**src/rtl/mbq_pkg.sv**
```systemverilog
// Shared types, widths, stage map and constants of the multichannel bin quantizer.
package mbq_pkg;

    // Channel and field widths
    localparam int MAX_CHANNELS = 4;
    localparam int SAMPLE_W     = 23;
    localparam int WORK_W       = 32;
    localparam int BINS_W       = 9;
    localparam int CHAN_W       = 3;
    localparam int NC_W         = CHAN_W + 1;
    localparam int IDX_W        = BINS_W;
    localparam int LABEL_W      = 32;
    localparam int CFG_DATA_W   = 32;
    localparam int CFG_IDX_W    = 3;

    // Log unit widths
    localparam int A_W          = WORK_W - 1;
    localparam int M_W          = A_W;
    localparam int SQ_W         = 2 * M_W;
    localparam int P_W          = $clog2(A_W);
    localparam int PM_W         = P_W + 1;
    localparam int FRAC_W       = 16;
    localparam int SQ_STEPS     = FRAC_W;
    localparam int L2_W         = PM_W + FRAC_W;
    localparam int LN2_W        = 33;
    localparam int LNP_W        = L2_W + LN2_W;
    localparam int LN_SHIFT     = 36;
    localparam int LOG_INT_OFFSET = 12;

    // Binning multiply widths
    localparam int INV_HALF_W   = 16;
    localparam int PROD_W       = WORK_W + INV_HALF_W;
    localparam int PSUM_W       = PROD_W + 1;
    localparam int BIN_SHIFT    = 12;
    localparam int Q_W          = PSUM_W - BIN_SHIFT;

    // Fixed-point constants
    localparam logic signed [WORK_W-1:0] ONE_Q12      = 32'sd4096;
    localparam logic signed [WORK_W-1:0] XFORM_OFFSET = 32'sd1044480;
    localparam int                       XFORM_SHIFT  = 8;
    localparam logic signed [LN2_W-1:0]  LN2_Q32      = 33'sd2977044472;

    // Pipeline stage map: lane stages, then one merge stage per channel
    localparam int ST_XFORM     = 0;
    localparam int ST_LOD       = 1;
    localparam int ST_NORM      = 2;
    localparam int ST_SQ0       = 3;
    localparam int ST_LNMUL     = ST_SQ0 + SQ_STEPS;
    localparam int ST_SUB       = ST_LNMUL + 1;
    localparam int ST_BMUL      = ST_SUB + 1;
    localparam int ST_CLAMP     = ST_BMUL + 1;
    localparam int LANE_STAGES  = ST_CLAMP + 1;
    localparam int ST_MERGE0    = LANE_STAGES;
    localparam int NUM_STAGES   = LANE_STAGES + MAX_CHANNELS;

    // Configuration register indexes
    localparam logic [CFG_IDX_W-1:0] REG_TRANSFORM_ENABLE = 3'd0;
    localparam logic [CFG_IDX_W-1:0] REG_LOG_SPACE        = 3'd1;
    localparam logic [CFG_IDX_W-1:0] REG_BIN_COUNT        = 3'd2;
    localparam logic [CFG_IDX_W-1:0] REG_CHANNEL_COUNT    = 3'd3;
    localparam logic [CFG_IDX_W-1:0] REG_MIN_BOUND        = 3'd4;
    localparam logic [CFG_IDX_W-1:0] REG_INV_DELTA        = 3'd5;

    // Reset values
    localparam logic [BINS_W-1:0]     BIN_COUNT_RST     = 9'd16;
    localparam logic [CHAN_W-1:0]     CHANNEL_COUNT_RST = 3'd1;
    localparam logic [CFG_DATA_W-1:0] INV_DELTA_RST     = 32'd65536;

    typedef logic signed [SAMPLE_W-1:0] t_sample;
    typedef logic signed [WORK_W-1:0]   t_work;
    typedef logic [IDX_W-1:0]           t_idx;

    typedef struct packed {
        logic                    transform_enable;
        logic                    log_space;
        logic [BINS_W-1:0]       bin_count;
        logic [CHAN_W-1:0]       channel_count;
        logic [CFG_DATA_W-1:0]   min_bound;
        logic [CFG_DATA_W-1:0]   inv_delta;
    } t_cfg;

    typedef struct packed {
        logic [NUM_STAGES-1:0] load;
    } t_pipe_ctl;

endpackage

```
**src/rtl/mbq_regs.sv**
```systemverilog
// Configuration register file of the bin quantizer.
module mbq_regs (
    input  logic                             i_clk,
    input  logic                             i_rst_n,
    input  logic                             i_cfg_we,
    input  logic [mbq_pkg::CFG_IDX_W-1:0]    i_cfg_index,
    input  logic [mbq_pkg::CFG_DATA_W-1:0]   i_cfg_data,
    output mbq_pkg::t_cfg                    o_cfg
);
    import mbq_pkg::*;

    t_cfg r_cfg;

    // Write the addressed register; drop writes beyond the list
    always_ff @(posedge i_clk) begin
        if (!i_rst_n) begin
            r_cfg.transform_enable <= 1'b0;
            r_cfg.log_space        <= 1'b0;
            r_cfg.bin_count        <= BIN_COUNT_RST;
            r_cfg.channel_count    <= CHANNEL_COUNT_RST;
            r_cfg.min_bound        <= '0;
            r_cfg.inv_delta        <= INV_DELTA_RST;
        end else if (i_cfg_we) begin
            case (i_cfg_index)
                REG_TRANSFORM_ENABLE: r_cfg.transform_enable <= i_cfg_data[0];
                REG_LOG_SPACE:        r_cfg.log_space        <= i_cfg_data[0];
                REG_BIN_COUNT:        r_cfg.bin_count        <= i_cfg_data[BINS_W-1:0];
                REG_CHANNEL_COUNT:    r_cfg.channel_count    <= i_cfg_data[CHAN_W-1:0];
                REG_MIN_BOUND:        r_cfg.min_bound        <= i_cfg_data;
                REG_INV_DELTA:        r_cfg.inv_delta        <= i_cfg_data;
                default: begin
                end
            endcase
        end
    end

    assign o_cfg = r_cfg;

endmodule

```
**config.mk**
```make
export PLATFORM = sky130hd
export DESIGN_NAME = mbq_regs
export DESIGN_NICKNAME = d
export VERILOG_FILES = /design/src/rtl/mbq_pkg.sv /design/src/rtl/mbq_regs.sv
export SDC_FILE = /design/constraint.sdc
export NUM_CORES = 1
export LEC_CHECK = 0
export ABC_CLOCK_PERIOD_IN_PS = 1250
export BUFFER_PORTS_ARGS = -buffer_cell sky130_fd_sc_hd__buf_2
export CAP_MARGIN = 20
export CORE_ASPECT_RATIO = 0.5
export CORE_MARGIN = 1.5
export CORE_UTILIZATION = 35
export CTS_CLUSTER_DIAMETER = 40
export DETAILED_ROUTE_END_ITERATION = 12
export PLACE_DENSITY = 0.67
export SLEW_MARGIN = 10
export SYNTH_ARGS = -nofsm -noshare
export SYNTH_HDL_FRONTEND = slang
export SYNTH_SLANG_ARGS = --single-unit
```
**constraint.sdc**
```tcl
create_clock -name i_clk -period 1.25 [get_ports i_clk]
set_input_delay 0.125 -clock i_clk [delete_from_list [all_inputs] [get_ports i_clk]]
set_output_delay 0.125 -clock i_clk [all_outputs]
set_load 0.02 [all_outputs]
```
==> flow_summary.yaml <==
setup_path:
  path_cells: "buf_2"
  critPathArrivalTime_ns: 0.84
  critPathMaxStageDelay_ns: 0.34
  cpMaxStageDelayCell: "dfxtp_1"
  path_max_fanout: 2
  critPathCaptureType: "output pin"
  worstPathRequired_ns: 1.12
  critPathTopFamily: "flip-flops"
  cp_num_buf_inv: 1
  crit_type: "reg2out"
  start_kind: "flop"
min_path:
  hp-class: "in2reg"
logic_synthesis:
  yosys.cell_types.count: 13
  yosys_warnings: 0
  ys_seq_area_share_pct: 52.7
  syn_area_um2: 2960
  syn_nets: 334
  syn_area_per_cell_um2: 10.0
  synthesis.instances: 296
  synth-seq-cells: 78
power:
  p_leak_nw: 2.05
  p_int_mw: 4.41
  netSwitchingFraction_pct: 21.6
  ir_drop_mv: 0.655
  power_density_nw_per_um2: 1420
  power.total_mw: 5.62
  p_seq_share_pct: 45.7
  p_clk_share_pct: 46.7
  switching_power_mw: 1.21
  comb_power_share_pct: 7.7
timing:
  grt_setup_unrepaired: "false"
  fin_skew_ns: 0
  fin_ws_ns: 0.289
  max_freq_ghz: 1.04
  fin_setup_tns_ns: 0
  period_needed_ns: 0.961
  slew_viol_final: 0
  hold_viol: 0
  slew_headroom_pct: 77.0
  worstMarginPinSlew_ns: 0.340
  period_share_pct: 76.9
  whs_ns: 0.0643
  final-setup-viol-count: 0
route:
  drt_iter0_markers: 88
  drc_errors: 0
  wl_per_cell_um: 12.6
  routed-via-count: 2346
  antenna_left: 0
  drt_pass1_iterations: 4
  via_per_inst: 4.46
  drt_wl_total_um: 6630
cts:
  cts.repair.resized: 0
  cts_tree: "yes"
  cts_max_level: 3
  ctsHoldBuffers: 0
  cts-root-buf: "clkbuf_16"
  cts_buffers: 9
  clkTransAtPathRegs_ns: 0.06
  clockBufferDepth: 2
  clock-sinks: 78
  postCtsSetupBuffers: 0
  clk_latency_ns: 0.32
floorplanning:
  initial_core_util_pct: 36.5
  die_h_um: 68.1
  io_pins: 116
  dieArea_um2: 9060
  die_w_um: 133
  fp-row-count: 23
  core_um2: 8120
placement:
  gp_congestion: 0.810
  dpl-instance-area_um2: 3660
  hpwl_um: 4690
  place_ws_ns: 0.101
  portBuffers: 115
  dp_cells: 511
global_routing:
  grt_max_degree: 37
  grt.total_usage_pct: 14.7
  grt_pass1_wl_um: 10400
  grt_overflow: 0
  antenna_found_initial: 0
  grt_pass1_vias: 2183
finish:
  post_route_cells_drive_above_1_share_pct: 33.8
  nNetsFinal: 448
  regArea_um2: 1560
  largest_register_ff_count: 78
  fillers: 801
  final_cells: 526
  num_antenna_cells: 0
  design_area_um2: 3970
  fin_util_pct: 49.0
  multi_input_area_um2: 1280
  area_delta_synth_final_pct: 34.1
run_status:
  status: "complete, no violations"
job:
  drv_cap: 0
-- cells in the final DEF (no fill, tap or decap), drive strengths merged --
| cell type | synthesis | layout |
|---|---|---|
| nor4b | 1 | 1 |
| nand4bb | 1 | 1 |
| clkinv | 0 | 1 |
| nor4bb | 1 | 1 |
| bufinv | 0 | 1 |
| clkinvlp | 0 | 1 |
| mux2i | 78 | 78 |
| nor2b | 6 | 6 |
| buf | 13 | 124 |
| nand2 | 107 | 107 |
| and4bb | 1 | 1 |
| clkbuf | 8 | 12 |
| dfxtp | 78 | 78 |
| nand4b | 2 | 2 |
-- synth_stat cells, drive strengths merged --
cell | count | area, um2
nand4bb | 1 | 11.3
nor4bb | 1 | 10.0
dfxtp | 78 | 1560
and4bb | 1 | 12.5
mux2i | 78 | 781
clkbuf | 8 | 30.0
nor2b | 6 | 37.5
buf | 13 | 91.3
nand2 | 107 | 402
nand4b | 2 | 17.5
nor4b | 1 | 8.76
-- final timing paths --
| path | from | end | slack (ns) | depth (start not counted) |
|---|---|---|---|---|
| worst max-delay path | o_cfg[63] | o_cfg[63] | 0.29 | 1 |
| worst min register to register | o_cfg[15] | o_cfg[15] | 0.45 | 2 |
| worst max register to register | o_cfg[16] | o_cfg[16] | 0.64 | 2 |
| worst min-delay path | i_cfg_data[16] | o_cfg[48] | 0.06 | 3 |
-- worst register-to-register path, cell delays in order (launching register included) --
cell     delay [ns]
dfxtp_1        0.31
nor2b_1        0.11
mux2i_1        0.07
-- layout make-up --
cell class                      instances  area share (%)
Clock buffer                           12            6.71
Clock inverter                          3            1.07
Multi-Input combinational cell        197            32.2
Sequential cell                        78            39.3
Tap cell                              112            3.53
Timing Repair Buffer                  124            17.2
-- metal layers --
metal,wire length (um),vias to the layer above,part of all wire [%],global-route usage [%]
met5,0,-,0,0
met4,65,0,0.98,5.30
met3,292,8,4.4,4.37
met2,3110,44,47,25.5
met1,3160,1093,48,17.8
li1,-,1201,-,-
-- power groups by stage --
stage          logic [mW]  registers, mW  clock network (mW)
6_report            0.430           2.57                2.62
4_1_cts             0.436           2.57                2.69
5_1_grt             0.469           2.57                2.79
2_1_floorplan       0.191           2.69                   0
3_3_place_gp        0.431           2.62                   0
3_5_place_dp        0.435           2.62                   0
-- cell families after synthesis --
logic type,Yosys count,share of synthesized area (%)
and+or+nand+nor,119,16.9
muxes,78,26.4
DFF,78,52.7
buffers and inverters,21,4.10
(Power assumes the default switching activity.)
