`src/rtl/mbq_pkg.sv`:
```
// Shared types, widths, stage map and constants of the multichannel bin quantizer.
package mbq_pkg;

    // Channel and field widths
    localparam int MAX_CHANNELS = 4;
    localparam int SAMPLE_W     = 23;
    localparam int WORK_W       = 32;
    localparam int BINS_W       = 9;
    localparam int CHAN_W       = 3;
    localparam int NC_W         = CHAN_W + 1;
    localparam int IDX_W        = BINS_W;
    localparam int LABEL_W      = 32;
    localparam int CFG_DATA_W   = 32;
    localparam int CFG_IDX_W    = 3;

    // Log unit widths
    localparam int A_W          = WORK_W - 1;
    localparam int M_W          = A_W;
    localparam int SQ_W         = 2 * M_W;
    localparam int P_W          = $clog2(A_W);
    localparam int PM_W         = P_W + 1;
    localparam int FRAC_W       = 16;
    localparam int SQ_STEPS     = FRAC_W;
    localparam int L2_W         = PM_W + FRAC_W;
    localparam int LN2_W        = 33;
    localparam int LNP_W        = L2_W + LN2_W;
    localparam int LN_SHIFT     = 36;
    localparam int LOG_INT_OFFSET = 12;

    // Binning multiply widths
    localparam int INV_HALF_W   = 16;
    localparam int PROD_W       = WORK_W + INV_HALF_W;
    localparam int PSUM_W       = PROD_W + 1;
    localparam int BIN_SHIFT    = 12;
    localparam int Q_W          = PSUM_W - BIN_SHIFT;

    // Fixed-point constants
    localparam logic signed [WORK_W-1:0] ONE_Q12      = 32'sd4096;
    localparam logic signed [WORK_W-1:0] XFORM_OFFSET = 32'sd1044480;
    localparam int                       XFORM_SHIFT  = 8;
    localparam logic signed [LN2_W-1:0]  LN2_Q32      = 33'sd2977044472;

    // Pipeline stage map: lane stages, then one merge stage per channel
    localparam int ST_XFORM     = 0;
    localparam int ST_LOD       = 1;
    localparam int ST_NORM      = 2;
    localparam int ST_SQ0       = 3;
    localparam int ST_LNMUL     = ST_SQ0 + SQ_STEPS;
    localparam int ST_SUB       = ST_LNMUL + 1;
    localparam int ST_BMUL      = ST_SUB + 1;
    localparam int ST_CLAMP     = ST_BMUL + 1;
    localparam int LANE_STAGES  = ST_CLAMP + 1;
    localparam int ST_MERGE0    = LANE_STAGES;
    localparam int NUM_STAGES   = LANE_STAGES + MAX_CHANNELS;

    // Configuration register indexes
    localparam logic [CFG_IDX_W-1:0] REG_TRANSFORM_ENABLE = 3'd0;
    localparam logic [CFG_IDX_W-1:0] REG_LOG_SPACE        = 3'd1;
    localparam logic [CFG_IDX_W-1:0] REG_BIN_COUNT        = 3'd2;
    localparam logic [CFG_IDX_W-1:0] REG_CHANNEL_COUNT    = 3'd3;
    localparam logic [CFG_IDX_W-1:0] REG_MIN_BOUND        = 3'd4;
    localparam logic [CFG_IDX_W-1:0] REG_INV_DELTA        = 3'd5;

    // Reset values
    localparam logic [BINS_W-1:0]     BIN_COUNT_RST     = 9'd16;
    localparam logic [CHAN_W-1:0]     CHANNEL_COUNT_RST = 3'd1;
    localparam logic [CFG_DATA_W-1:0] INV_DELTA_RST     = 32'd65536;

    typedef logic signed [SAMPLE_W-1:0] t_sample;
    typedef logic signed [WORK_W-1:0]   t_work;
    typedef logic [IDX_W-1:0]           t_idx;

    typedef struct packed {
        logic                    transform_enable;
        logic                    log_space;
        logic [BINS_W-1:0]       bin_count;
        logic [CHAN_W-1:0]       channel_count;
        logic [CFG_DATA_W-1:0]   min_bound;
        logic [CFG_DATA_W-1:0]   inv_delta;
    } t_cfg;

    typedef struct packed {
        logic [NUM_STAGES-1:0] load;
    } t_pipe_ctl;

endpackage

```
`src/rtl/mbq_merge.sv`:
```
// Mixed-radix merge of the lane bin indices, one channel per stage.
module mbq_merge (
    input  logic                          i_clk,
    input  mbq_pkg::t_cfg                 i_cfg,
    input  mbq_pkg::t_pipe_ctl            i_ctl,
    input  mbq_pkg::t_idx                 i_idx [mbq_pkg::MAX_CHANNELS],
    output logic [mbq_pkg::LABEL_W-1:0]   o_label
);
    import mbq_pkg::*;

    logic [NC_W-1:0]    w_nc;
    logic [LABEL_W-1:0] r_acc  [MAX_CHANNELS];
    t_idx               r_pend [MAX_CHANNELS][MAX_CHANNELS];

    // Saturate the channel count to the lane count
    always_comb begin
        if ({1'b0, i_cfg.channel_count} > NC_W'(MAX_CHANNELS)) begin
            w_nc = NC_W'(MAX_CHANNELS);
        end else begin
            w_nc = {1'b0, i_cfg.channel_count};
        end
    end

    // Fold in one channel per stage, channel 0 most significant
    for (genvar j = 0; j < MAX_CHANNELS; j++) begin : g_stage
        logic [LABEL_W-1:0]        w_prev;
        t_idx                      w_in [MAX_CHANNELS];
        logic [LABEL_W+BINS_W-1:0] w_prod;
        logic [LABEL_W-1:0]        n_acc;

        if (j == 0) begin : g_first
            assign w_prev = '0;
            assign w_in   = i_idx;
        end else begin : g_next
            assign w_prev = r_acc[j-1];
            assign w_in   = r_pend[j-1];
        end

        always_comb begin
            w_prod = w_prev * i_cfg.bin_count;
            if (NC_W'(j) < w_nc) begin
                n_acc = w_prod[LABEL_W-1:0] + LABEL_W'(w_in[j]);
            end else begin
                n_acc = w_prev;
            end
        end

        always_ff @(posedge i_clk) begin
            if (i_ctl.load[ST_MERGE0+j]) begin
                r_acc[j]  <= n_acc;
                r_pend[j] <= w_in;
            end
        end
    end

    assign o_label = r_acc[MAX_CHANNELS-1];

endmodule

```
`config.mk`:
```
export PLATFORM = sky130hd
export DESIGN_NAME = mbq_merge
export DESIGN_NICKNAME = d
export VERILOG_FILES = /design/src/rtl/mbq_pkg.sv /design/src/rtl/mbq_merge.sv
export SDC_FILE = /design/constraint.sdc
export NUM_CORES = 1
export LEC_CHECK = 0
export ABC_AREA = 1
export BUFFER_PORTS_ARGS = -buffer_cell sky130_fd_sc_hd__buf_2
export CAP_MARGIN = 5
export CORE_ASPECT_RATIO = 0.6
export CORE_UTILIZATION = 40
export DETAILED_ROUTE_END_ITERATION = 16
export SKIP_LAST_GASP = 1
export SLEW_MARGIN = 20
export SYNTH_ARGS = -nofsm -noshare
export SYNTH_HDL_FRONTEND = slang
export SYNTH_SLANG_ARGS = --single-unit
```
`constraint.sdc`:
```
create_clock -name i_clk -period 11.19 [get_ports i_clk]
set_input_delay 1.119 -clock i_clk [delete_from_list [all_inputs] [get_ports i_clk]]
set_output_delay 1.119 -clock i_clk [all_outputs]
set_load 0.02 [all_outputs]
```
==> flow_summary.toml <==
[placed_design]
dp.final_hpwl_um = 52800
port_buffers = 84
dp.cells = 3811
gp_congestion = 0.935

[route]
wl_um = 66100
vias = 18800
ant_nets = 0
via_per_inst = 4.90
drc = 2
drtIter0Drc = 1723
wl_per_cell_um = 17.2
drt_pass1_iterations = 12

[yosys]
synthCells = 3058
synth_area_leader_cell = "fa_1"
ys_ff_latch = 146
synth_top_cell_area_share_pct = 31.2
synthArstFlopShare_pct = 0
synth-edff-count = 146
synthFlopType = "edfxtp_1"
ys_types = 35
synth_area_leaders = "fa_1 31%, edfxtp_1 18%, nand2_1 15%, inv_1 11%, ha_1 11%"
syn_avg_cell_area_um2 = 7.82
synth_nets = 3782
netlist_area_um2 = 23900
yosys_warnings = 0
ys_seq_area_share_pct = 18.3

[clock_tree]
cts-buffers-inserted = 17
cts.clk_slew.worst_paths_ns = 0.07
cts.sinks = 146
cts_tree = "built"
cts_resized = 0
clockRootBuffer = "clkbuf_16"
worstSkewPairLatency_ns = 0.46
postCtsSetupBuffers = 0
clockBufferDepth = 2
h-tree-depth = 4
cts_hold_buf = 0

[sta]
finalCriticalPeriod_ns = 6.47
slew_viol_final = 0
final-setup-viol-count = 0
worst_slew_pin_slew_ns = 1.06
max-slew-margin-rel_pct = 29.3
final.period_utilization_pct = 57.8
rsz0062_at_grt = "no"
finalHoldViolCount = 0
finClkSkew_ns = 0.0164
max_freq_ghz = 0.155
finalSetupTns_ns = 0

[global_route]
grt_pass1_wl_um = 109000
grt_usage_pct = 23.3
antenna_found_initial = 0
grt_pass1_vias = 19200
grt_max_degree = 46
grt-ovfl-total = 0

[die]
die_h_um = 191
fp.coreArea_um2 = 59100
die_x_um = 318
rows = 69
die_area_um2 = 60800
start_util_pct = 40.5
design.portCount = 174

[finish]
nNetsFinal = 3774
final_cells = 3844
synthToLayoutAreaGrowth_pct = 6.84
final_cell_mix = "985 x nand2_1, 702 x inv_1, 373 x fa_1"
n_antenna_cell = 0
layout_commonest_cell = "nand2_1"
drive_above_1_share_pct = 4.90
final.fill_count = 6057

[setup_path]
crit_arrival_ns = 6.67
end_kind = "flop"
path_class = "input port to flop"
worst_setup_path_start_kind = "input port"
cp_slowest_stage_delay_ns = 0.59
cpMaxStageDelayCell = "buf_4"
path_max_fanout = 41
worstPathCellList = "buf_2 -> buf_4 -> nand2_1 -> inv_1 -> fa_1 -> inv_1 -> fa_1 -> inv_1 -> fa_1 -> fa_1 -> inv_1 -> fa_1 -> inv_1 -> ha_1 -> a21oi_1 -> o21ai_0 -> nand2_1 -> nand4_1 -> or2_2 -> nand3_1 -> nand2_1"
cp.required_ns = 11.39

[flow_run]
cap_violations = 0

[outcome]
outcome = "finished with violations"
violations = "DRC"

[worst_hold_path]
hp-class = "flop to flop"
## cell families (layout without fill, tap and decap cells)
logic type,after synthesis,after routing,synth area share (%)
AO/OA/AOI/OAI,185,185,4.12
adder cells (fa/ha/maj),582,582,42.1
buffers and inverters,830,835,13.1
flip-flops,146,146,18.3
AND/OR/NAND/NOR,1300,1300,21.7
XOR/XNOR,15,15,0.549
## worst max-delay path: cells and delay by family
kind                       cells  cell delay [ns]
buffers and inverters          7             1.41
AOI/OAI and AO/OA              2             0.54
adders and majority gates      6             2.59
and+or+nand+nor                6             0.97
## worst paths after layout
path | end | slack (ns) | cells past startpoint | startpoint
setup reg to reg | r_acc[2][13] | 5.61 | 19 | r_acc[1][5]
hold reg to reg | r_pend[1][15] | 0.42 | 0 | r_pend[0][15]
hold / removal | r_pend[1][15] | 0.42 | 0 | r_pend[0][15]
setup / recovery | r_acc[2][13] | 4.72 | 21 | i_cfg[71]
## synth_stat cells (11+ instances only)
cell and instances:
a21oi_1 97, buf_1 49, edfxtp_1 146, buf_2 15
nand3_1 112, ha_1 209, o21bai_1 11, inv_1 703
nor2_1 130, nand4_1 23, nand2_1 985, xnor2_1 12
o21ai_0 61, clkbuf_1 62, nor3_1 18, fa_1 373
## routing by layer
metal / up-vias / track usage [%] / part of all wire, %
met5: - / 0 / 0
met4: 0 / 2.84 / 0.75
met2: 599 / 31.6 / 37
met1: 9097 / 37.4 / 53
met3: 36 / 5.59 / 8.9
li1: 9105 / - / -
## stage by stage
step	util [%]	setup WS, ns	hold slack [ns]	area, µm²
4_1_cts	43.2	4.85	0.419	25500
6_report	43.2	4.72	0.417	25600
3_5_place_dp	42.2	4.40	0.405	24900
3_3_place_gp	42.2	4.34	0.404	24900
2_1_floorplan	-	5.32	0.400	23900
5_1_grt	43.2	4.50	0.425	25600
## layout make-up
class                      instances  area [µm²]  area share [%]
clock buffer                      18         429            1.68
clock inverter                    14         169           0.661
inverter                         703        2640            10.3
multi-input combinational       2082       16400            64.2
sequential                       146        4380            17.2
tap                              781         977            3.82
timing repair buffer             100         561            2.19
## state kept, by name, indices dropped and copies added, names as in the netlist
| register | flops |
|---|---|
| r_acc | 92 |
| r_pend | 54 |
Power is left out: the tool's default activity adds up to more than one toggle a clock period on the data nets, which glitch-free logic cannot reach.
